[config.mk]
export PLATFORM = sky130hd
export DESIGN_NAME = differential_drive_slew_ramp
export DESIGN_NICKNAME = d
export VERILOG_FILES = /design/src/hdl/ddsr_pkg.sv /design/src/hdl/differential_drive_slew_ramp.sv
export SDC_FILE = /design/constraint.sdc
export NUM_CORES = 1
export LEC_CHECK = 0
export ABC_AREA = 1
export BUFFER_PORTS_ARGS = -buffer_cell sky130_fd_sc_hd__buf_2
export CAP_MARGIN = 0
export CELL_PAD_IN_SITES_DETAIL_PLACEMENT = 1
export CELL_PAD_IN_SITES_GLOBAL_PLACEMENT = 1
export CORE_UTILIZATION = 42
export CTS_BUF_LIST = sky130_fd_sc_hd__clkbuf_4
export DETAILED_ROUTE_END_ITERATION = 8
export PLACE_DENSITY = 0.83
export SYNTH_ARGS = -nofsm -noshare
export SYNTH_HDL_FRONTEND = slang
export SYNTH_SLANG_ARGS = --single-unit
[constraint.sdc]
create_clock -name clk -period 5 [get_ports clk]
set_clock_uncertainty 0.2 [all_clocks]
set_input_delay 0.75 -clock clk [delete_from_list [all_inputs] [get_ports clk]]
set_output_delay 0.75 -clock clk [all_outputs]
set_load 0.005 [all_outputs]
[src/hdl/ddsr_pkg.sv]
`default_nettype none
package ddsr_pkg;

	localparam int DUTY_W = 8;
	localparam int CMD_W = DUTY_W + 1;
	localparam int INTERVAL_W = 16;
	localparam int CFG_IDX_W = 2;
	localparam int CFG_DATA_W = 16;

	localparam logic [INTERVAL_W-1:0] TICKS_DUE = '1;

	localparam logic [CFG_IDX_W-1:0] REG_LEFT_MAX = 2'd0;
	localparam logic [CFG_IDX_W-1:0] REG_RIGHT_MAX = 2'd1;
	localparam logic [CFG_IDX_W-1:0] REG_RAMP_STEP = 2'd2;
	localparam logic [CFG_IDX_W-1:0] REG_RAMP_INTERVAL = 2'd3;

	localparam logic [DUTY_W-1:0] LEFT_MAX_RESET = 8'd255;
	localparam logic [DUTY_W-1:0] RIGHT_MAX_RESET = 8'd255;
	localparam logic [DUTY_W-1:0] RAMP_STEP_RESET = 8'd5;
	localparam logic [INTERVAL_W-1:0] RAMP_INTERVAL_RESET = 16'd10;

	typedef enum logic [2:0] {
		MOTION_STOP = 3'd0,
		MOTION_FORWARD = 3'd1,
		MOTION_BACKWARD = 3'd2,
		MOTION_TURN_LEFT = 3'd3,
		MOTION_TURN_RIGHT = 3'd4
	} motion_t;

	typedef enum logic [1:0] {
		DIR_STOP = 2'b00,
		DIR_FWD = 2'b01,
		DIR_REV = 2'b11
	} dir_t;

	localparam logic REQ_TICK = 1'b0;
	localparam logic REQ_MOTION = 1'b1;

endpackage
`default_nettype wire

[src/hdl/differential_drive_slew_ramp.sv]
// Two-side H-bridge drive with slew-rate ramping. Each request is a 1 ms tick or a
// motion command; every request returns one result with both sides' direction pins,
// PWM duty and a changed flag. The block takes one request per clock unless stalled: a
// request is held in the input register, the ramp step and drive update are done in a
// single pass from there into the result register, and back-to-back requests stream at
// full rate. Downstream stall holds the result register and then the input register.
// Configuration writes take effect at once and make the next tick due; write them only
// while no request is in flight.
`default_nettype none
module differential_drive_slew_ramp (
	input  wire logic                            clk,
	input  wire logic                            arst_n,
	input  wire logic                            in_valid,
	output      logic                            in_stall,
	input  wire logic                            req_type,
	input  wire logic [2:0]                      motion,
	output      logic                            out_valid,
	input  wire logic                            out_stall,
	output      logic                            left_forward,
	output      logic                            left_reverse,
	output      logic [ddsr_pkg::DUTY_W-1:0]     left_duty,
	output      logic                            right_forward,
	output      logic                            right_reverse,
	output      logic [ddsr_pkg::DUTY_W-1:0]     right_duty,
	output      logic                            changed,
	input  wire logic                            cfg_we,
	input  wire logic [ddsr_pkg::CFG_IDX_W-1:0]  cfg_index,
	input  wire logic [ddsr_pkg::CFG_DATA_W-1:0] cfg_data
);
	import ddsr_pkg::*;

	logic [DUTY_W-1:0] left_max_q, right_max_q, ramp_step_q;
	logic [INTERVAL_W-1:0] ramp_interval_q;

	logic signed [CMD_W-1:0] left_cmd_q, right_cmd_q;
	dir_t left_dir_q, right_dir_q;
	logic [INTERVAL_W-1:0] ticks_q;

	logic valid_s1, req_s1;
	logic [2:0] motion_s1;

	logic out_valid_q, changed_q;
	logic left_fwd_q, left_rev_q, right_fwd_q, right_rev_q;
	logic [DUTY_W-1:0] left_duty_q, right_duty_q;

	logic out_free, fire;
	dir_t left_dir_n, right_dir_n;
	logic [INTERVAL_W-1:0] interval_eff, count_n;
	logic [DUTY_W-1:0] step_eff;
	logic due;
	logic signed [CMD_W-1:0] left_tgt, right_tgt, left_step, right_step;
	logic signed [CMD_W-1:0] left_cmd_n, right_cmd_n;
	logic changed_n;

	function automatic logic signed [CMD_W-1:0] target(input dir_t d, input logic [DUTY_W-1:0] mx);
		logic signed [CMD_W-1:0] m;
		m = signed'({1'b0, mx});
		case (d)
			DIR_FWD: target = m;
			DIR_REV: target = -m;
			default: target = '0;
		endcase
	endfunction

	function automatic logic signed [CMD_W-1:0] move_toward(
		input logic signed [CMD_W-1:0] cur,
		input logic signed [CMD_W-1:0] tgt,
		input logic [DUTY_W-1:0] step
	);
		logic signed [CMD_W:0] c, t, s, up, dn, r;
		c = (CMD_W+1)'(cur);
		t = (CMD_W+1)'(tgt);
		s = signed'({2'b00, step});
		up = c + s;
		dn = c - s;
		if (c == t) begin
			r = c;
		end else if (t == 0 || (t > 0 && c < 0) || (t < 0 && c > 0)) begin
			if (c > 0) begin
				r = (dn < 0) ? '0 : dn;
			end else begin
				r = (up > 0) ? '0 : up;
			end
		end else if (t > 0) begin
			r = (up > t) ? t : up;
		end else begin
			r = (dn < t) ? t : dn;
		end
		move_toward = r[CMD_W-1:0];
	endfunction

	function automatic logic [DUTY_W-1:0] magnitude(input logic signed [CMD_W-1:0] cmd);
		logic signed [CMD_W-1:0] a;
		a = (cmd < 0) ? -cmd : cmd;
		magnitude = a[DUTY_W-1:0];
	endfunction

	assign out_free = !out_valid_q || !out_stall;
	assign fire = valid_s1 && out_free;
	assign in_stall = valid_s1 && !out_free;

	always_comb begin
		case (motion_s1)
			MOTION_FORWARD: begin
				left_dir_n = DIR_FWD;
				right_dir_n = DIR_FWD;
			end
			MOTION_BACKWARD: begin
				left_dir_n = DIR_REV;
				right_dir_n = DIR_REV;
			end
			MOTION_TURN_LEFT: begin
				left_dir_n = DIR_REV;
				right_dir_n = DIR_FWD;
			end
			MOTION_TURN_RIGHT: begin
				left_dir_n = DIR_FWD;
				right_dir_n = DIR_REV;
			end
			default: begin
				left_dir_n = DIR_STOP;
				right_dir_n = DIR_STOP;
			end
		endcase
	end

	assign interval_eff = (ramp_interval_q == '0) ? INTERVAL_W'(1) : ramp_interval_q;
	assign step_eff = (ramp_step_q == '0) ? DUTY_W'(1) : ramp_step_q;
	assign count_n = (ticks_q == TICKS_DUE) ? TICKS_DUE : ticks_q + INTERVAL_W'(1);
	assign due = count_n >= interval_eff;

	assign left_tgt = target(left_dir_q, left_max_q);
	assign right_tgt = target(right_dir_q, right_max_q);
	assign left_step = move_toward(left_cmd_q, left_tgt, step_eff);
	assign right_step = move_toward(right_cmd_q, right_tgt, step_eff);

	always_comb begin
		left_cmd_n = left_cmd_q;
		right_cmd_n = right_cmd_q;
		changed_n = 1'b0;
		if (req_s1 == REQ_TICK && due) begin
			left_cmd_n = left_step;
			right_cmd_n = right_step;
			changed_n = (left_step != left_cmd_q) || (right_step != right_cmd_q);
		end
	end

	always_ff @(posedge clk or negedge arst_n) begin
		if (!arst_n) begin
			valid_s1 <= 1'b0;
		end else if (in_valid && !in_stall) begin
			valid_s1 <= 1'b1;
		end else if (fire) begin
			valid_s1 <= 1'b0;
		end
	end

	always_ff @(posedge clk) begin
		if (in_valid && !in_stall) begin
			req_s1 <= req_type;
			motion_s1 <= motion;
		end
	end

	always_ff @(posedge clk or negedge arst_n) begin
		if (!arst_n) begin
			left_max_q <= LEFT_MAX_RESET;
			right_max_q <= RIGHT_MAX_RESET;
			ramp_step_q <= RAMP_STEP_RESET;
			ramp_interval_q <= RAMP_INTERVAL_RESET;
		end else if (cfg_we) begin
			case (cfg_index)
				REG_LEFT_MAX: left_max_q <= cfg_data[DUTY_W-1:0];
				REG_RIGHT_MAX: right_max_q <= cfg_data[DUTY_W-1:0];
				REG_RAMP_STEP: ramp_step_q <= cfg_data[DUTY_W-1:0];
				REG_RAMP_INTERVAL: ramp_interval_q <= cfg_data[INTERVAL_W-1:0];
				default: ;
			endcase
		end
	end

	always_ff @(posedge clk or negedge arst_n) begin
		if (!arst_n) begin
			left_cmd_q <= '0;
			right_cmd_q <= '0;
			left_dir_q <= DIR_STOP;
			right_dir_q <= DIR_STOP;
			ticks_q <= '0;
		end else if (cfg_we) begin
			ticks_q <= TICKS_DUE;
		end else if (fire) begin
			left_cmd_q <= left_cmd_n;
			right_cmd_q <= right_cmd_n;
			if (req_s1 == REQ_MOTION) begin
				left_dir_q <= left_dir_n;
				right_dir_q <= right_dir_n;
				ticks_q <= TICKS_DUE;
			end else if (due) begin
				ticks_q <= '0;
			end else begin
				ticks_q <= count_n;
			end
		end
	end

	always_ff @(posedge clk or negedge arst_n) begin
		if (!arst_n) begin
			out_valid_q <= 1'b0;
		end else if (out_free) begin
			out_valid_q <= valid_s1;
		end
	end

	always_ff @(posedge clk) begin
		if (fire) begin
			left_fwd_q <= left_cmd_n > 0;
			left_rev_q <= left_cmd_n < 0;
			left_duty_q <= magnitude(left_cmd_n);
			right_fwd_q <= right_cmd_n > 0;
			right_rev_q <= right_cmd_n < 0;
			right_duty_q <= magnitude(right_cmd_n);
			changed_q <= changed_n;
		end
	end

	assign out_valid = out_valid_q;
	assign left_forward = left_fwd_q;
	assign left_reverse = left_rev_q;
	assign left_duty = left_duty_q;
	assign right_forward = right_fwd_q;
	assign right_reverse = right_rev_q;
	assign right_duty = right_duty_q;
	assign changed = changed_q;

endmodule
`default_nettype wire

==> impl_metrics.yaml, run 1 <==
routing:
  drt-initial-drc-count: 840
  wire_per_inst_um: 19.0
  viasPerCell: 5.59
  drt-pass1-iter-count: 5
  drc: 0
  antenna_left: 0
  vias: 11800
  drt-total-wl_mm: 40.1
synth:
  synth_top_family_by_area: "simple AND/OR/NAND/NOR gates"
  avgSynthCellArea_um2: 6.47
  synth-edff-count: 25
  ys_ff_latch: 105
  muxShareOfSynthArea_pct: 0
  synth_nets: 1788
  synth.distinct_cells: 46
  synth_compound_area_share_pct: 10.6
  synth_area_mm2: 0.0108
  synth_fa_ha_area_share_pct: 11.7
  synth_ff_type: "dfrtp_1"
  yosys.area_share.simple_pct: 38.6
  seq_area_frac_synth_pct: 25.8
  yosys_warnings: 0
  syn_inst: 1663
  synthArstFlopShare_pct: 76.2
  synthXorXnorAreaFrac_pct: 2.28
setup_path:
  crit_fanout: 7
  worstSetupEndpointType: "register"
  crit_top_cell: "nand2_1"
  crit_type: "reg -> reg"
  cpPeakStageDelay_ns: 0.43
  slowest_stage: "dfrtp_1"
  required_ns: 5.07
  crit_start: "ramp_step_q[1]"
  path_buf_inv: 5
  worstReg2RegStart: "ramp_step_q[1]"
  crit_path_start_kind: "register"
  critPathTopFamily: "simple AND/OR/NAND/NOR gates"
  arrival_ns: 5.05
final_layout:
  stdcell_area_mm2: 0.0127
  mostFrequentLayoutCell: "nand2_1"
  nets: 1906
  final_cells: 2116
  drive_gt1_share_pct: 22.0
  fill_cells: 3404
  mostFrequentLayoutCells: "494 x nand2_1, 222 x inv_1, 126 x nand3_1, 98 x nor2_1"
  num_antenna_cells: 0
  area_delta_synth_final_pct: 18.5
worst_hold_path:
  hold_class: "in -> reg"
  hp-start: "req_type"
placed_design:
  placed_area_mm2: 0.0116
  dp_hpwl_mm: 30.6
  place_ws_ns: -0.276
  gp_congestion: 0.979
  portBuffers: 49
  dpl.cell_count: 2056
sta:
  rsz0062_at_grt: "true"
  slew_violations: 0
  clock.fmax_mhz: 201
  setup_violations: 0
  slew_headroom_pct: 24.3
  post-route-period-util_pct: 99.7
  tightest_slew_ns: 1.13
  min_period_ns: 4.99
  layout_setup_ws_ns: 0.0147
  hold_viol: 0
global_route:
  grt_pass1_vias: 11600
  antenna_found_initial: 0
  grt_use_total_pct: 29.4
  grt.overflow.total: 0
  grt_pass1_wl_mm: 60.7
  grt_max_degree: 42
clock_tree:
  cts_max_level: 3
  cts_sinks: 105
  cts_tree: "yes"
  clock_path_buffers: 2
  clock_latency_ns: 0.52
  root_buffer: "clkbuf_4"
  clkSlewWorstSetupHoldPaths_ns: 0.21
  cts_buffers: 9
die:
  die_h_um: 162
  coreArea_mm2: 0.0251
  rows: 58
  die_w_um: 162
  ios: 50
  dieArea_mm2: 0.0262
  start_util_pct: 42.8
flow_run:
  cap_violations: 0
outcome:
  status: "finished clean"
-- path summary, 6_finish.rpt --
path                                 end  slack [ns]  cells after the start
setup reg to reg           right_duty[7]        0.01                     34
hold reg to reg                out_valid        0.32                      2
setup / recovery           right_duty[7]        0.01                     34
hold / removal                    req_s1        0.19                      1
min in group asynchronous      out_valid        0.51                      2
max in group asynchronous  left_cmd_q[1]        3.03                      3
-- per-layer routing --
metal	GRT usage, %	wire length (µm)	up-vias	share of wire [%]
met1	39.6	17700	5773	44
met4	6.09	542	0	1.4
met3	3.68	2340	47	5.8
met2	50.2	19500	396	49
li1	-	-	5616	-
met5	0	0	-	0
-- synthesized netlist by cell type, types with 12 or more instances --
| master | instances | area (µm²) |
|---|---|---|
| ha_1 | 94 | 1180 |
| xor2_1 | 21 | 184 |
| clkbuf_1 | 18 | 67.6 |
| nand3_1 | 159 | 796 |
| o21ai_0 | 104 | 521 |
| nand3_2 | 13 | 130 |
| a21oi_1 | 47 | 235 |
| a22oi_1 | 15 | 113 |
| dfrtp_1 | 60 | 1500 |
| edfxtp_1 | 25 | 751 |
| nand2_1 | 536 | 2010 |
| buf_2 | 14 | 70.1 |
| nand4_1 | 52 | 325 |
| nand2_2 | 19 | 119 |
| o21ai_1 | 12 | 60.1 |
| inv_2 | 13 | 48.8 |
| dfstp_2 | 20 | 526 |
| nor2_1 | 107 | 402 |
| inv_1 | 230 | 863 |
-- registers in the layout, summed over array words and instances (netlist names), 2 cells and up --
name             cells
left_cmd_q           9
left_dir_q           2
left_duty            8
left_max_q           8
motion_s1            3
ramp_interval_q     16
ramp_step_q          8
right_cmd_q          9
right_dir_q          2
right_duty           8
right_max_q          8
ticks_q             16
-- repair_timing --
item / 4_1_cts / 5_1_grt
cloned: 0 / 2
pin swaps: 3 / 75
endpoints found under the hold margin: 15 / 0
gates resized for setup: 27 / 154
setup buffers: 1 / 40
hold buffers: 1 / 0
setup endpoints to repair: 16 / 22
-- metrics by stage --
step | TNS (ns) | util (%) | hold slack (ns)
after floorplan | 0 | - | 0.234
after global placement | -0.402 | 46.2 | 0.269
after detailed placement | -1.36 | 46.2 | 0.278
after CTS | 0 | 47.2 | 0.174
after global routing | -2.68 | 50.8 | 0.163
final | 0 | 50.8 | 0.190
-- kinds of logic after synthesis --
| kind of cell | after synthesis |
|---|---|
| fa+ha+maj | 98 |
| simple gates | 937 |
| flops | 105 |
| buf+inv | 291 |
| xor+xnor | 28 |
| compound gates | 204 |
-- final cells by class --
type,count,area (µm²),share of cell area [%]
clock inverter,6,62.6,0.491
timing repair inverter,1,7.51,0.0589
multi-input combinational,1268,7410,58.2
tap,330,413,3.24
timing repair buffer,148,1040,8.20
sequential,105,2780,21.8
inverter,248,948,7.44
clock buffer,10,75.1,0.589
Power of run 1 is not shown: default switching activity piles up to over one toggle a cycle in this logic, so the estimate is an artifact.
==> run 2: changes to the inputs <==
Settings changed: ABC_AREA 1 to 0, CORE_UTILIZATION 42 to 45.
==> run 2 against run 1 <==
Compared with the run above: the flow now finishes with violations (setup timing); non-clock buffer count is 181 higher; register-to-register slack got worse by 1.3 ns; critical path depth fell by 10; via count fell by 7.6%; area after synthesis decreased by 11%; global-route usage is 6.6 points higher; utilization up 13 points; synthesized cell count decreased by 35%; first-iteration DRC count grew 9.9%; count of clock-buffer cells in the layout down 1.
==> impl_metrics.yaml, run 2 <==
routing:
  drc: 0
  drt-initial-drc-count: 923
  wire_per_inst_um: 28.2
  antenna_left: 0
  drt-total-wl_mm: 47.0
  viasPerCell: 6.56
  drt-pass1-iter-count: 5
  vias: 10900
die:
  die_w_um: 148
  coreArea_mm2: 0.0210
  dieArea_mm2: 0.0220
  die_h_um: 148
  ios: 50
  start_util_pct: 45.9
  rows: 53
synth:
  synthTopCellsByArea: "dfrtp_1 16%, ha_1 12%, edfxtp_1 7.8%"
  synth_area_mm2: 0.00962
  synthArstFlopShare_pct: 76.2
  synth.distinct_cells: 93
  yosysMostFrequentCell: "nand2_1"
  synth_top_cells_by_count: "97 x nand2_1, 94 x ha_1, 79 x inv_1"
  yosysTopAreaCellShare_pct: 15.6
  seq_area_frac_synth_pct: 28.9
  avgSynthCellArea_um2: 8.85
  yosys_warnings: 0
  synth_nets: 1211
  synth_top_area_cell: "dfrtp_1"
  syn_inst: 1086
  synth_ff_type: "dfrtp_1"
  synth-edff-count: 25
  ys_ff_latch: 105
final_layout:
  nets: 1508
  drive_gt1_share_pct: 41.1
  mostFrequentLayoutCell: "buf_4"
  mostFrequentLayoutCells: "239 x buf_4, 93 x nand2_1, 84 x ha_1, 70 x inv_1, 60 x dfrtp_1"
  area_delta_synth_final_pct: 39.7
  top_regs: "ramp_interval_q: 16 flops, ticks_q: 16 flops"
  stdcell_area_mm2: 0.0134
  utilization_pct: 64.1
worst_hold_path:
  hold_class: "in -> async"
sta:
  setup_violations: 39
  tightest_slew_ns: 1.31
  slew_violations: 0
  rsz0062_at_grt: "true"
  slew_headroom_pct: 12.4
  post-route-period-util_pct: 125
  tns_ns: -29.02
  layout_setup_ws_ns: -1.26
  min_period_ns: 6.26
  clock.fmax_mhz: 160
  hold_viol: 0
  whs_ns: 0.144
clock_tree:
  clkSlewWorstSetupHoldPaths_ns: 0.25
  cts_buffers: 9
  clock_path_buffers: 2
  cts_tree: "yes"
  clock_latency_ns: 0.55
  cts_sinks: 105
  cts_max_level: 3
  root_buffer: "clkbuf_4"
placed_design:
  dp_hpwl_mm: 28.8
  gp_congestion: 0.974
  placed_area_mm2: 0.0119
  portBuffers: 49
setup_path:
  crit_type: "reg -> reg"
  worstSetupEndpointType: "register"
  arrival_ns: 6.37
  crit_path_start_kind: "register"
  crit_fanout: 5
  required_ns: 5.11
global_route:
  grt.overflow.total: 0
  grt_pass1_vias: 10900
  grt_pass1_wl_mm: 60.3
  grt_use_total_pct: 35.9
  grt_max_degree: 81
  antenna_found_initial: 1
outcome:
  status: "finished with violations"
  violations: "setup timing"
flow_run:
  cap_violations: 0
run 2: cell types whose count changed in the layout (fill, tap and decap cells not counted), moves of 50 or more:
cell,change
xnor2_1,+53
nand3_1,-105
o21ai_0,-66
buf_4,+149
nand2_2,-50
nand2_1,-401
inv_1,-152
run 2: cells by family after synthesis:
kind of cell	after synthesis	share of synthesized area [%]
multiplexers	77	8.64
flip-flops	105	28.9
adder cells (fa/ha/maj)	98	13.1
AND/OR/NAND/NOR	330	17.3
XOR/XNOR	87	7.92
AO/OA/AOI/OAI	264	19.0
buffers and inverters	125	5.17
run 2: critical path: stages, from the launching register on:
cell and delay, ns:
dfrtp_1 0.46, nor4_2 0.29, a41o_1 0.27, buf_6 0.14
ha_4 0.14, inv_2 0.04, fa_2 0.36, a211o_1 0.29
o211ai_1 0.16, a21oi_2 0.12, o21ai_2 0.16, nand2b_1 0.15
xnor2_2 0.31, ha_4 0.27, a2111oi_4 0.33, a21oi_2 0.08
or3_4 0.46, nand2_1 0.12, mux2i_1 0.10, a221oi_2 0.48
xor2_1 0.14, a21oi_1 0.18, a41oi_1 0.17, o31a_1 0.34
a211o_1 0.24
run 2: cell type report:
class / instances / area [µm²]
fillers: 2373 / 7520
repair buffers: 329 / 2520
inverters: 82 / 315
multi-input cells: 856 / 7330
well taps: 275 / 344
flip-flops and latches: 105 / 2780
diodes: 4 / 10.0
clock buffers: 9 / 67.6
clock inverters: 7 / 68.8
run 2: final timing paths:
| kind | from | to | slack, ns | cells after the start |
|---|---|---|---|---|
| max | ramp_step_q[4] | changed | -1.26 | 24 |
| min | arst_n | left_cmd_q[8] | 0.14 | 1 |
| max reg2reg | ramp_step_q[4] | changed | -1.26 | 24 |
| min reg2reg | ramp_interval_q[0] | ramp_interval_q[0] | 0.35 | 1 |
| max in group asynchronous | arst_n | ticks_q[6] | 3.64 | 1 |
| min in group clk | req_type | req_s1 | 0.18 | 1 |
run 2: per-stage QoR:
stage,cells,setup WS [ns]
after floorplan,1086,-0.311
after global placement,1593,-0.802
after detailed placement,1593,-1.08
after CTS,1638,-0.708
after global routing,1666,-1.40
final,1667,-1.26
run 2: what timing repair did:
item	4_1_cts	5_1_grt
pin swaps	32	32
hold buffers	0	0
cloned	0	0
setup endpoints to repair	39	39
setup buffers	33	29
gates resized for setup	129	87
run 2: layer usage:
layer | share of wire [%] | vias up | global-route usage, %
li1 | - | 4535 | -
met1 | 37 | 5367 | 42.9
met2 | 47 | 729 | 63.2
met3 | 7.8 | 305 | 6.81
met4 | 7.4 | 0 | 14.8
met5 | 0 | - | 0
Power of run 2 is left out for the same reason.
